### config.mk
export PLATFORM = sky130hd
export DESIGN_NAME = msb_first_bit_packer_flat
export DESIGN_NICKNAME = d
export VERILOG_FILES = /design/src/rtl/mfbp_pkg.sv /design/src/rtl/mfbp_if.sv /design/src/rtl/mfbp_front.sv /design/src/rtl/mfbp_queue.sv /design/src/rtl/mfbp_back.sv /design/src/rtl/msb_first_bit_packer.sv /design/src/flat_wrapper.sv
export SDC_FILE = /design/constraint.sdc
export NUM_CORES = 1
export LEC_CHECK = 0
export ABC_AREA = 0
export BUFFER_PORTS_ARGS = -buffer_cell sky130_fd_sc_hd__buf_2
export CAP_MARGIN = 5
export CORE_ASPECT_RATIO = 1.1
export CORE_MARGIN = 1.5
export CORE_UTILIZATION = 43
export CTS_BUF_LIST = sky130_fd_sc_hd__clkbuf_4 sky130_fd_sc_hd__clkbuf_8
export DETAILED_ROUTE_END_ITERATION = 7
export PLACE_DENSITY = 0.58
export SLEW_MARGIN = 40
export SYNTH_ARGS = -nofsm -noshare
export SYNTH_HDL_FRONTEND = slang
export SYNTH_SLANG_ARGS = --single-unit
### constraint.sdc
create_clock -name clk -period 14.4 [get_ports clk]
set_input_delay 1.44 -clock clk [delete_from_list [all_inputs] [get_ports clk]]
set_output_delay 1.44 -clock clk [all_outputs]
set_load 0.05 [all_outputs]
### src/rtl/mfbp_pkg.sv
// Shared types and constants for the MSB-first bit packer.
`default_nettype none

package mfbp_pkg;

  localparam int VALUE_W        = 32;
  localparam int COUNT_W        = 6;
  localparam int BYTE_W         = 8;
  localparam int PEND_CNT_W     = 3;
  localparam int MAX_BYTES      = 4;
  localparam int MAX_FIELD_BITS = 32;
  // Counts above this are ignored: the field limit, never beyond the value width.
  localparam int COUNT_LIMIT    = (MAX_FIELD_BITS < VALUE_W) ? MAX_FIELD_BITS : VALUE_W;
  localparam int QUEUE_DEPTH_DEF = 2;

  // One queued job: the completed bytes, earliest in the top byte, and the
  // index of the final byte.
  typedef struct packed {
    logic [MAX_BYTES*BYTE_W-1:0] bytes;
    logic [1:0]                  last_idx;
  } mfbp_entry_t;

endpackage

`default_nettype wire

### src/rtl/mfbp_if.sv
// Channel interfaces for the input words and the output bytes.
`default_nettype none

interface mfbp_in_if;
  logic                          valid;
  logic                          ready;
  logic [mfbp_pkg::VALUE_W-1:0]  value;
  logic [mfbp_pkg::COUNT_W-1:0]  bit_count;

  modport source (output valid, output value, output bit_count, input ready);
  modport sink   (input valid, input value, input bit_count, output ready);
endinterface

interface mfbp_out_if;
  logic                         valid;
  logic                         ready;
  logic [mfbp_pkg::BYTE_W-1:0]  out_byte;
  logic                         last_of_run;

  modport source (output valid, output out_byte, output last_of_run, input ready);
  modport sink   (input valid, input out_byte, input last_of_run, output ready);
endinterface

`default_nettype wire

### src/rtl/mfbp_front.sv
// Front end: accepts words, merges them with the pending bits, queues full bytes.
`default_nettype none

module mfbp_front (
  input  wire logic                  clk,
  input  wire logic                  rst_n,
  mfbp_in_if.sink                    in_ch,
  input  wire logic                  q_full,
  output logic                       push,
  output mfbp_pkg::mfbp_entry_t      push_entry
);

  localparam int VW = mfbp_pkg::VALUE_W;
  localparam int BW = mfbp_pkg::BYTE_W;
  localparam int CW = mfbp_pkg::COUNT_W;
  localparam int PW = mfbp_pkg::PEND_CNT_W;
  localparam int SW = VW + BW;

  logic [BW-1:0]   pend_bits_r, pend_bits_nxt;
  logic [PW-1:0]   pend_cnt_r, pend_cnt_nxt;
  logic            accept;
  logic            usable;
  logic [4:0]      left_sh;
  logic [VW-1:0]   v_left;
  logic [SW-1:0]   stream;
  logic [CW-1:0]   total;
  logic [2:0]      nbytes;

  assign in_ch.ready = !q_full;
  assign accept      = in_ch.valid && in_ch.ready;

  always_comb begin
    usable  = (in_ch.bit_count != '0) &&
              (in_ch.bit_count <= CW'(mfbp_pkg::COUNT_LIMIT));
    // Left-align the new bits; the shift drops the unused high value bits.
    left_sh = 5'(CW'(VW) - in_ch.bit_count);
    v_left  = in_ch.value << left_sh;
    stream  = {pend_bits_r, {VW{1'b0}}} | ({v_left, {BW{1'b0}}} >> pend_cnt_r);
    total   = CW'(pend_cnt_r) + in_ch.bit_count;
    nbytes  = total[CW-1:PW];

    unique case (nbytes)
      3'd0:    pend_bits_nxt = stream[SW-1 -: BW];
      3'd1:    pend_bits_nxt = stream[SW-1-BW -: BW];
      3'd2:    pend_bits_nxt = stream[SW-1-2*BW -: BW];
      3'd3:    pend_bits_nxt = stream[SW-1-3*BW -: BW];
      default: pend_bits_nxt = stream[SW-1-4*BW -: BW];
    endcase
    pend_cnt_nxt = total[PW-1:0];

    push                = accept && usable && (nbytes != 3'd0);
    push_entry.bytes    = stream[SW-1:BW];
    push_entry.last_idx = 2'(nbytes - 3'd1);
  end

  always_ff @(posedge clk) begin
    if (!rst_n) begin
      pend_bits_r <= '0;
      pend_cnt_r  <= '0;
    end else if (accept && usable) begin
      pend_bits_r <= pend_bits_nxt;
      pend_cnt_r  <= pend_cnt_nxt;
    end
  end

  a_ignored_keeps_state: assert property (@(posedge clk) disable iff (!rst_n)
    (accept && !usable) |=> ($stable(pend_bits_r) && $stable(pend_cnt_r)))
    else $error("ignored word changed the pending bits");

  a_push_needs_accept: assert property (@(posedge clk) disable iff (!rst_n)
    push |-> (accept && !q_full))
    else $error("queue push without an accepted word");

  a_unused_low_zero: assert property (@(posedge clk) disable iff (!rst_n)
    (pend_cnt_r == '0) |-> (pend_bits_r == '0))
    else $error("pending byte holds stray bits");

endmodule

`default_nettype wire

### src/rtl/mfbp_queue.sv
// Short queue of byte jobs between the front and back ends.
`default_nettype none

module mfbp_queue #(
  parameter int DEPTH = mfbp_pkg::QUEUE_DEPTH_DEF
) (
  input  wire logic                  clk,
  input  wire logic                  rst_n,
  input  wire logic                  push,
  input  wire mfbp_pkg::mfbp_entry_t push_entry,
  input  wire logic                  pop,
  output mfbp_pkg::mfbp_entry_t      head,
  output logic                       full,
  output logic                       empty
);

  localparam int PTR_W = (DEPTH > 1) ? $clog2(DEPTH) : 1;
  localparam int CNT_W = $clog2(DEPTH + 1);

  mfbp_pkg::mfbp_entry_t mem [DEPTH];
  logic [PTR_W-1:0] wr_ptr_r, rd_ptr_r;
  logic [CNT_W-1:0] cnt_r;

  function automatic logic [PTR_W-1:0] ptr_inc(input logic [PTR_W-1:0] p);
    ptr_inc = (p == PTR_W'(DEPTH - 1)) ? '0 : p + PTR_W'(1);
  endfunction

  assign full  = (cnt_r == CNT_W'(DEPTH));
  assign empty = (cnt_r == '0);
  assign head  = mem[rd_ptr_r];

  always_ff @(posedge clk) begin
    if (push) begin
      mem[wr_ptr_r] <= push_entry;
    end
  end

  always_ff @(posedge clk) begin
    if (!rst_n) begin
      wr_ptr_r <= '0;
      rd_ptr_r <= '0;
      cnt_r    <= '0;
    end else begin
      if (push) begin
        wr_ptr_r <= ptr_inc(wr_ptr_r);
      end
      if (pop) begin
        rd_ptr_r <= ptr_inc(rd_ptr_r);
      end
      if (push && !pop) begin
        cnt_r <= cnt_r + CNT_W'(1);
      end else if (pop && !push) begin
        cnt_r <= cnt_r - CNT_W'(1);
      end
    end
  end

  a_no_overflow: assert property (@(posedge clk) disable iff (!rst_n)
    push |-> !full)
    else $error("push into a full queue");

  a_no_underflow: assert property (@(posedge clk) disable iff (!rst_n)
    pop |-> !empty)
    else $error("pop from an empty queue");

  a_count_bound: assert property (@(posedge clk) disable iff (!rst_n)
    cnt_r <= CNT_W'(DEPTH))
    else $error("queue count beyond depth");

endmodule

`default_nettype wire

### src/rtl/mfbp_back.sv
// Back end: sends queued bytes one per ready cycle and flags the last.
`default_nettype none

module mfbp_back (
  input  wire logic                  clk,
  input  wire logic                  rst_n,
  input  wire mfbp_pkg::mfbp_entry_t head,
  input  wire logic                  q_empty,
  output logic                       pop,
  mfbp_out_if.source                 out_ch
);

  localparam int BW = mfbp_pkg::BYTE_W;
  localparam int JW = mfbp_pkg::MAX_BYTES * BW;

  logic          busy_r;
  logic [1:0]    left_r;
  logic [JW-1:0] bytes_r;
  logic          out_fire;
  logic          finishing;

  always_comb begin
    out_fire  = busy_r && out_ch.ready;
    finishing = !busy_r || (out_fire && (left_r == 2'd0));
    pop       = finishing && !q_empty;
  end

  assign out_ch.valid       = busy_r;
  assign out_ch.out_byte    = bytes_r[JW-1 -: BW];
  assign out_ch.last_of_run = (left_r == 2'd0);

  always_ff @(posedge clk) begin
    if (!rst_n) begin
      busy_r <= 1'b0;
      left_r <= '0;
    end else if (pop) begin
      busy_r <= 1'b1;
      left_r <= head.last_idx;
    end else if (finishing) begin
      busy_r <= 1'b0;
    end else if (out_fire) begin
      left_r <= left_r - 2'd1;
    end
  end

  always_ff @(posedge clk) begin
    if (pop) begin
      bytes_r <= head.bytes;
    end else if (out_fire) begin
      bytes_r <= {bytes_r[JW-BW-1:0], {BW{1'b0}}};
    end
  end

  a_pop_only_when_free: assert property (@(posedge clk) disable iff (!rst_n)
    pop |-> (!busy_r || (out_fire && (left_r == 2'd0))))
    else $error("job loaded over one still in progress");

  a_last_ends_job: assert property (@(posedge clk) disable iff (!rst_n)
    (out_fire && (left_r == 2'd0) && q_empty) |=> !busy_r)
    else $error("back end stayed busy after the final byte");

endmodule

`default_nettype wire

### src/rtl/msb_first_bit_packer.sv
// Top level of the MSB-first bit packer: front end, job queue and back end.
//
//  Channel | Dir | Word                               | Handshake
//  --------+-----+------------------------------------+------------------
//  in_ch   | in  | value[31:0], bit_count[5:0]        | valid / ready
//  out_ch  | out | out_byte[7:0], last_of_run         | valid / ready
//
// A word is accepted in any cycle in which the job queue has room; its full
// bytes (up to four) are worked out in that same cycle and queued as one job.
// The back end sends one byte per cycle while out_ch is ready, from a
// registered output stage, so the output port sets the sustained rate. Words
// that complete no byte, and ignored words (a count of zero or beyond the
// field limit), queue nothing. Reset clears the pending bits, empties the
// queue and idles the output stage; the two sides stall independently
// through the queue.
`default_nettype none

module msb_first_bit_packer #(
  parameter int QUEUE_DEPTH = mfbp_pkg::QUEUE_DEPTH_DEF
) (
  input  wire logic  clk,
  input  wire logic  rst_n,
  mfbp_in_if.sink    in_ch,
  mfbp_out_if.source out_ch
);

  // Handshake between front end and queue, and between queue and back end.
  logic                  push;
  logic                  pop;
  logic                  q_full;
  logic                  q_empty;
  mfbp_pkg::mfbp_entry_t push_entry;
  mfbp_pkg::mfbp_entry_t head;

  // The front end merges each word with the pending bits and queues the
  // bytes it completes; the remainder stays pending there.
  mfbp_front u_front (
    .clk        (clk),
    .rst_n      (rst_n),
    .in_ch      (in_ch),
    .q_full     (q_full),
    .push       (push),
    .push_entry (push_entry)
  );

  // The queue decouples word intake from byte delivery.
  mfbp_queue #(
    .DEPTH (QUEUE_DEPTH)
  ) u_queue (
    .clk        (clk),
    .rst_n      (rst_n),
    .push       (push),
    .push_entry (push_entry),
    .pop        (pop),
    .head       (head),
    .full       (q_full),
    .empty      (q_empty)
  );

  // The back end emits each job's bytes in order, marking the final one.
  mfbp_back u_back (
    .clk     (clk),
    .rst_n   (rst_n),
    .head    (head),
    .q_empty (q_empty),
    .pop     (pop),
    .out_ch  (out_ch)
  );

endmodule

`default_nettype wire
### src/flat_wrapper.sv
// flat-port wrapper written by rule: the top's interface ports become plain ports
module msb_first_bit_packer_flat 
#(
  parameter int QUEUE_DEPTH = mfbp_pkg::QUEUE_DEPTH_DEF
)
  (clk, rst_n, in_ch_valid, in_ch_value, in_ch_bit_count, in_ch_ready, out_ch_valid, out_ch_out_byte, out_ch_last_of_run, out_ch_ready);
  mfbp_in_if in_ch_i ();
  mfbp_out_if out_ch_i ();
  input  wire logic clk;
  input  wire logic rst_n;
  input wire logic [$bits(in_ch_i.valid)-1:0] in_ch_valid;
  input wire logic [$bits(in_ch_i.value)-1:0] in_ch_value;
  input wire logic [$bits(in_ch_i.bit_count)-1:0] in_ch_bit_count;
  output wire logic [$bits(in_ch_i.ready)-1:0] in_ch_ready;
  output wire logic [$bits(out_ch_i.valid)-1:0] out_ch_valid;
  output wire logic [$bits(out_ch_i.out_byte)-1:0] out_ch_out_byte;
  output wire logic [$bits(out_ch_i.last_of_run)-1:0] out_ch_last_of_run;
  input wire logic [$bits(out_ch_i.ready)-1:0] out_ch_ready;
  assign in_ch_i.valid = in_ch_valid;
  assign in_ch_i.value = in_ch_value;
  assign in_ch_i.bit_count = in_ch_bit_count;
  assign in_ch_ready = in_ch_i.ready;
  assign out_ch_valid = out_ch_i.valid;
  assign out_ch_out_byte = out_ch_i.out_byte;
  assign out_ch_last_of_run = out_ch_i.last_of_run;
  assign out_ch_i.ready = out_ch_ready;
  msb_first_bit_packer #(.QUEUE_DEPTH(QUEUE_DEPTH)) u_core (.clk(clk), .rst_n(rst_n), .in_ch(in_ch_i), .out_ch(out_ch_i));
endmodule
==> results.ini, run 1 <==
[worst_hold_path]
hp-class = reg2reg
min_path_cells = 2
min-delay-start = u_core.u_queue.rd_ptr_r$_SDFFE_PN0P_

[detailed_routing]
via_count = 6485
wl_met2_um = 10490
dr.pass1.iters = 5
post_drt_via_cell_ratio = 6.095
wirelength_um = 22020
ant_nets = 0
post-route-drc-count = 0
drt-initial-drc-count = 477
wire_per_inst_um = 20.69
top_layer = met4
wl_met1_um = 9491
met3_length_um = 993

[sta]
relSlewSlack_pct = 44.20
finalMaxSlewViolations = 0
fin_crit_ns = 5.401
setup_slack_ns = 8.999
tightest_slew_ns = 0.8361
hold_viol_final = 0
setup_violations = 0
finalClockSkew_ns = 0.01826
fin_crit_sh_pct = 37.51
rsz0062_at_grt = false
setup_tns_ns = 0
fmax_mhz = 185.2

[die]
die_h_um = 148.5
coreArea_sq_um = 18970
initial_core_util_pct = 43.62
die_w_um = 135.3
row_count = 53
die_area_sq_um = 20080
ios = 53

[placement]
portBuffers = 52
globalplace.congestion = 0.9860
pre_cts_ws_ns = 8.546
post-dp-hpwl_um = 16300

[flow_run]
cap_violations = 0

[setup_path]
crit_type = in2reg
start_kind = input port
end_kind = flop
worstReg2RegEnd = u_core.u_queue.cnt_r[1]$_SDFFE_PN0P_
cp_max_fo = 47
worst_ep_arrival_time_ns = 5.69
r2r_cells = 11
r2r_start = u_core.u_front.pend_cnt_r[0]$_SDFFE_PN0N_
required_ns = 14.69
regToRegSetupSlack_ns = 10.77

[grt]
antenna_found_initial = 0
grt_overflow = 0
grt_pass1_wl_um = 35310
grt_max_degree = 61
grtUsageTotal_pct = 22.76
grt_pass1_vias = 6375

[logic_synthesis]
async_reset_ff_share_pct = 0
syn_area_per_cell_sq_um = 10.50
netlist_area_sq_um = 8273
synthesis.nets = 837
ys_ff_latch = 119
synth_edf_count = 100
yosysWarnings = 0
yosysSeqAreaShare_pct = 40.90
netlist_instances = 788
ys_types = 67
ys.flop_type = edfxtp_1

[layout]
drive_above_1_share_pct = 19.95
final_nets = 853
syn2layout_area_growth_pct = 9.725
fillerInstances = 1788
final_util_pct = 47.86
insertedDiodeCount = 0
final_common_cell = edfxtp_1
final_cell_mix = edfxtp_1 (100), mux2i_1 (96), nand2_1 (80)

[run_status]
status = complete, no violations

[cts]
clk_path_buf_depth = 2
clk_pin_slew_ns = 0.07
cts_buffers = 17
clockRootBuffer = clkbuf_8
cts_hold_buf = 0
clk_latency_ns = 0.42
htreeDepth = 4
cts_setup_buffers = 0
cts_resized = 0
cts_tree = done
clock_sinks = 119

[power]
p_per_area_nw_per_um2 = 152.3
p_leak_nw = 3.360
ir_drop_v = 0.00009849

logic make-up (layout without fill, tap and decap cells):
kind of cell,count (synthesis),after routing,share of synthesized area [%]
compound gates,184,184,15.11
fa+ha+maj,7,7,1.149
buf+inv,83,112,4.598
simple gates,225,225,12.02
flops,119,119,40.90
xor+xnor,18,18,2.087
mux,152,152,24.14
how the worst max path moves through the flow:
stage,from,endpoint,slack (ns)
2_1_floorplan,in_ch_bit_count[0],u_core.u_queue.mem[0][0]$_DFFE_PP_,7.95
3_3_place_gp,in_ch_bit_count[0],u_core.u_front.pend_bits_r[4]$_SDFFE_PN0N_,8.27
3_5_place_dp,in_ch_bit_count[0],u_core.u_front.pend_bits_r[4]$_SDFFE_PN0N_,8.55
4_1_cts,in_ch_bit_count[0],u_core.u_front.pend_bits_r[4]$_SDFFE_PN0N_,8.99
5_1_grt,in_ch_bit_count[0],u_core.u_front.pend_bits_r[6]$_SDFFE_PN0N_,8.72
6_report,in_ch_bit_count[0],u_core.u_front.pend_bits_r[4]$_SDFFE_PN0N_,9.00
layout make-up:
cell class | instances | area, sq um | share of cell area, %
inverters | 12 | 45.04 | 0.4962
repair buffers | 68 | 387.9 | 4.273
flip-flops and latches | 119 | 3385 | 37.28
multi-input cells | 586 | 4566 | 50.30
well taps | 247 | 309.0 | 3.405
clock buffers | 19 | 249.0 | 2.743
clock inverters | 13 | 136.4 | 1.502
flip-flops by register name (all words and copies together) (netlist names), named ones only:
name and count:
u_core.u_queue.mem 68, u_core.u_front.pend_cnt_r 3, u_core.u_back.bytes_r 32, u_core.u_queue.cnt_r 2, u_core.u_front.pend_bits_r 8, u_core.u_queue.wr_ptr_r 1, u_core.u_back.out_ch.valid 1, u_core.u_back.left_r 2
u_core.u_queue.rd_ptr_r 1
synthesized netlist by cell type (all sizes together) (2+ instances only):
master,n,area [sq um]
or2,2,12.51
nor2b,3,18.77
inv,12,45.04
xor2,8,77.58
a21o,5,37.54
o22ai,8,50.05
a22o,4,35.03
a221oi,6,71.32
edfxtp,100,3003
o221a,2,22.52
a211o,7,61.31
nand4,8,50.05
mux4,33,769.5
o311ai,2,17.52
and2,4,25.02
a32oi,2,17.52
a22oi,3,22.52
nand2,80,300.3
buf,32,188.9
and3,3,18.77
o32ai,2,17.52
a21oi,28,140.1
mux2i,96,960.9
o21bai,2,15.01
o31ai,5,37.54
a2111oi,3,26.28
xnor2,10,95.10
a31oi,14,87.58
nor2,77,289.0
nand2b,8,50.05
o211ai,12,90.09
nand3,13,65.06
or3,7,43.79
mux2,23,266.5
dfxtp,19,380.4
nor3,15,75.07
o21a,6,45.04
o221ai,6,52.55
o21ai,48,240.2
o32a,2,20.02
a211oi,9,67.56
clkbuf,39,146.4
ha,6,75.07
where the power goes:
group | switching, W | internal [W]
Sequential | 0.0000235 | 0.000501
Combinational | 0.000374 | 0.000191
Clock | 0.000122 | 0.000171
Total | 0.000520 | 0.000863
metal layers:
metal	GRT usage, %	up-vias
li1	-	3049
met1	29.34	3120
met2	36.68	259
met4	13.12	0
met5	0	-
met3	3.204	57
worst max-delay path, cell delays in order:
cell      delay, ns
buf_2          0.40
inv_2          0.40
ha_4           0.81
mux2_2         0.42
mux4_1         0.59
a32oi_1        0.37
mux2i_1        0.16
mux2i_1        0.41
mux2i_1        0.24
a221oi_1       0.31
a21oi_1        0.10
through the flow:
step	instances	total power [W]	hold slack, ns	cell area [sq um]
floorplan	788	0.0009673	0.4586	8273
global placement	1031	0.001086	0.4813	8643
detailed placement	1032	0.001098	0.5054	8692
CTS	1064	0.001391	0.5189	9077
global route	1064	0.001468	0.5609	9077
finish	1064	0.001383	0.5151	9077
(Power assumes the default switching activity.)
==> run 2: changes to the inputs <==
--- a/config.mk
+++ b/config.mk
@@ -13,7 +13,7 @@
 export CORE_UTILIZATION = 43
 export CTS_BUF_LIST = sky130_fd_sc_hd__clkbuf_4 sky130_fd_sc_hd__clkbuf_8
 export DETAILED_ROUTE_END_ITERATION = 7
-export PLACE_DENSITY = 0.58
+export PLACE_DENSITY = 0.6
 export SLEW_MARGIN = 40
 export SYNTH_ARGS = -nofsm -noshare
 export SYNTH_HDL_FRONTEND = slang
==> constraint.sdc (replaced) <==
create_clock -name clk -period 4.78 [get_ports clk]
set_input_delay 0.478 -clock clk [delete_from_list [all_inputs] [get_ports clk]]
set_output_delay 0.478 -clock clk [all_outputs]
set_load 0.05 [all_outputs]
==> run 2 against run 1 <==
Compared with the run above: power grew to 3.0 times the previous value; design area is 0.11% higher; flip-flop and latch count stayed put; utilization is 0.053 points higher; global-route usage is 0.92 points lower; clock skew is 0.0016 ns lower; critical path depth is 2 higher; count of clock-buffer cells in the layout is 1 higher; largest cell class unchanged; largest power group is now registers.
==> results.ini, run 2 (synthesis gave the netlist of run 1 again) <==
[layout]
largest_reg_flops = 68  ; unchanged
final_cell_mix = edfxtp_1 (100), mux2i_1 (96), nand2_1 (80)  ; unchanged
final_common_cell = edfxtp_1  ; unchanged
final_nets = 861  ; was 853
drive_above_1_share_pct = 20.73  ; was 19.95%
largest-register = u_core.u_queue.mem  ; unchanged
fillerInstances = 1802  ; was 1,788
insertedDiodeCount = 0  ; unchanged
syn2layout_area_growth_pct = 9.846  ; was 9.725%
top_regs = u_core.u_queue.mem (68), u_core.u_back.bytes_r (32), u_core.u_front.pend_bits_r (8)  ; unchanged

[worst_hold_path]
hp-class = in2reg  ; was reg2reg
min-delay-start = rst_n  ; was u_core.u_queue.rd_ptr_r$_SDFFE_PN0P_

[die]
ios = 53  ; unchanged
initial_core_util_pct = 43.62  ; unchanged
die_area_sq_um = 20080  ; unchanged
coreArea_sq_um = 18970  ; unchanged
die_w_um = 135.3  ; unchanged
die_h_um = 148.5  ; unchanged
row_count = 53  ; unchanged

[setup_path]
start_kind = input port  ; unchanged
required_ns = 5.11  ; was 14.69 ns
crit_type = in2reg  ; unchanged
r2r_start = u_core.u_front.pend_cnt_r[0]$_SDFFE_PN0N_  ; unchanged
worstReg2RegEnd = u_core.u_queue.cnt_r[1]$_SDFFE_PN0P_  ; unchanged
regToRegSetupSlack_ns = 1.49  ; was 10.77 ns
crit_slowest_cell = ha_2  ; was ha_4
max_stage_delay_ns = 0.67  ; was 0.81 ns
crit_start = in_ch_bit_count[1]  ; was in_ch_bit_count[0]
r2r_cells = 12  ; was 11
end_kind = flop  ; unchanged
setup.worst_path.end = u_core.u_front.pend_bits_r[2]$_SDFFE_PN0N_  ; was u_core.u_front.pend_bits_r[4]$_SDFFE_PN0N_
path_cells = buf_2, inv_1, ha_2, buf_4, mux2i_1, mux4_2, nand2_1, a21oi_1, a211o_1, mux4_2, o221ai_1, nand2_1, a31oi_1  ; was buf_2, inv_2, ha_4, mux2_2, mux4_1, a32oi_1, mux2i_1, mux2i_1, mux2i_1, a221oi_1, a21oi_1
worst_ep_arrival_time_ns = 4.18  ; was 5.69 ns
cp_max_fo = 26  ; was 47

[grt]
grt_pass1_wl_um = 34400  ; was 35,310 um
grt_pass1_vias = 6433  ; was 6,375
antenna_found_initial = 0  ; unchanged
grt_max_degree = 53  ; was 61
grt_overflow = 0  ; unchanged
grtUsageTotal_pct = 21.84  ; was 22.76%

[sta]
fin_crit_sh_pct = 80.48
finalMaxSlewViolations = 0  ; unchanged
hold_viol_final = 0  ; unchanged
relSlewSlack_pct = 46.41  ; was 44.20%
whs_ns = 0.4460  ; was 0.5151 ns
setup_tns_ns = 0  ; unchanged
tightest_slew_ns = 0.7989  ; was 0.8361 ns
fin_crit_ns = 3.847
fmax_mhz = 259.9
finalClockSkew_ns = 0.01668  ; was 0.01826 ns
setup_violations = 0  ; unchanged
rsz0062_at_grt = false  ; unchanged

[power]
p_per_area_nw_per_um2 = 453.2  ; was 152.3 nW/um^2
p_leak_nw = 3.378  ; was 3.360 nW
ir_drop_v = 0.0002743  ; was 0.00009849 V

[cts]
clk_path_buf_depth = 2  ; unchanged
cts_tree = done  ; unchanged
clock_sinks = 119  ; unchanged
clk_latency_ns = 0.41  ; was 0.42 ns
cts_buffers = 17  ; unchanged
htreeDepth = 4  ; unchanged
cts_hold_buf = 0  ; unchanged
clk_pin_slew_ns = 0.06  ; was 0.07 ns
cts_resized = 0  ; unchanged
cts_setup_buffers = 0  ; unchanged
clockRootBuffer = clkbuf_8  ; unchanged

[detailed_routing]
post-route-drc-count = 0  ; unchanged
wire_per_inst_um = 19.92  ; was 20.69 um
ant_nets = 0  ; unchanged
wirelength_um = 21360  ; was 22,020 um
post_drt_via_cell_ratio = 6.089  ; was 6.095
drt-initial-drc-count = 530  ; was 477
dr.pass1.iters = 5  ; unchanged
via_count = 6527  ; was 6,485

[placement]
post-dp-hpwl_um = 15780  ; was 16,300 um
globalplace.congestion = 0.9482  ; was 0.9860
portBuffers = 52  ; unchanged

[run_status]
status = complete, no violations  ; unchanged

[flow_run]
cap_violations = 0  ; unchanged

==> run 2: final cells by class <==
cell class / instances / area [sq um] / area share (%)
repair buffers: 76 / 440.4 / 4.846
well taps: 247 / 309.0 / 3.401
clock inverters: 12 / 110.1 / 1.212
clock buffers: 20 / 256.5 / 2.823
multi-input cells: 586 / 4539 / 49.95
flip-flops and latches: 119 / 3387 / 37.27
inverters: 12 / 45.04 / 0.4957
==> run 2: power breakdown <==
group / total [W] / switching [W] / internal (W)
clock: 0.000835 / 0.000366 / 0.000469
combinational: 0.00164 / 0.00106 / 0.000576
sequential: 0.00165 / 0.000134 / 0.00151
==> run 2: per-stage QoR <==
stage,power (W),cells,setup slack (ns),area [sq um],util (%)
after floorplan,0.002914,788,0.3447,8278,-
after global placement,0.003272,1040,0.5921,8713,45.94
after detailed placement,0.003308,1040,0.5026,8721,45.98
after CTS,0.004150,1072,0.9633,9087,47.92
after global routing,0.004369,1072,0.7294,9087,47.92
final,0.004118,1072,0.9330,9087,47.92
==> run 2: per-layer routing <==
layer / vias to the layer above / GRT usage (%) / part of all wire [%]
li1: 3066 / - / -
met1: 3147 / 27.11 / 42
met2: 267 / 36.43 / 49
met3: 47 / 3.613 / 4.9
met4: 0 / 11.67 / 3.8
met5: - / 0 / 0
==> run 2: worst max-delay path, delay by kind of cell <==
kind	cells	cell delay, ns
muxes	3	1.25
AOI/OAI and AO/OA	4	0.94
adders and majority gates	1	0.67
buffers and inverters	3	0.63
and+or+nand+nor	2	0.19
==> run 2: worst min path at each step <==
| stage | cells after the start | slack, ns | endpoint |
|---|---|---|---|
| 2_1_floorplan | 2 | 0.46 | u_core.u_front.pend_bits_r[5]$_SDFFE_PN0N_ |
| 3_3_place_gp | 2 | 0.48 | u_core.u_back.left_r[1]$_SDFFE_PN0P_ |
| 3_5_place_dp | 2 | 0.51 | u_core.u_back.bytes_r[22]$_DFFE_PP_ |
| 4_1_cts | 3 | 0.41 | u_core.u_front.pend_bits_r[2]$_SDFFE_PN0N_ |
| 5_1_grt | 3 | 0.43 | u_core.u_front.pend_bits_r[2]$_SDFFE_PN0N_ |
| 6_report | 3 | 0.45 | u_core.u_front.pend_bits_r[4]$_SDFFE_PN0N_ |
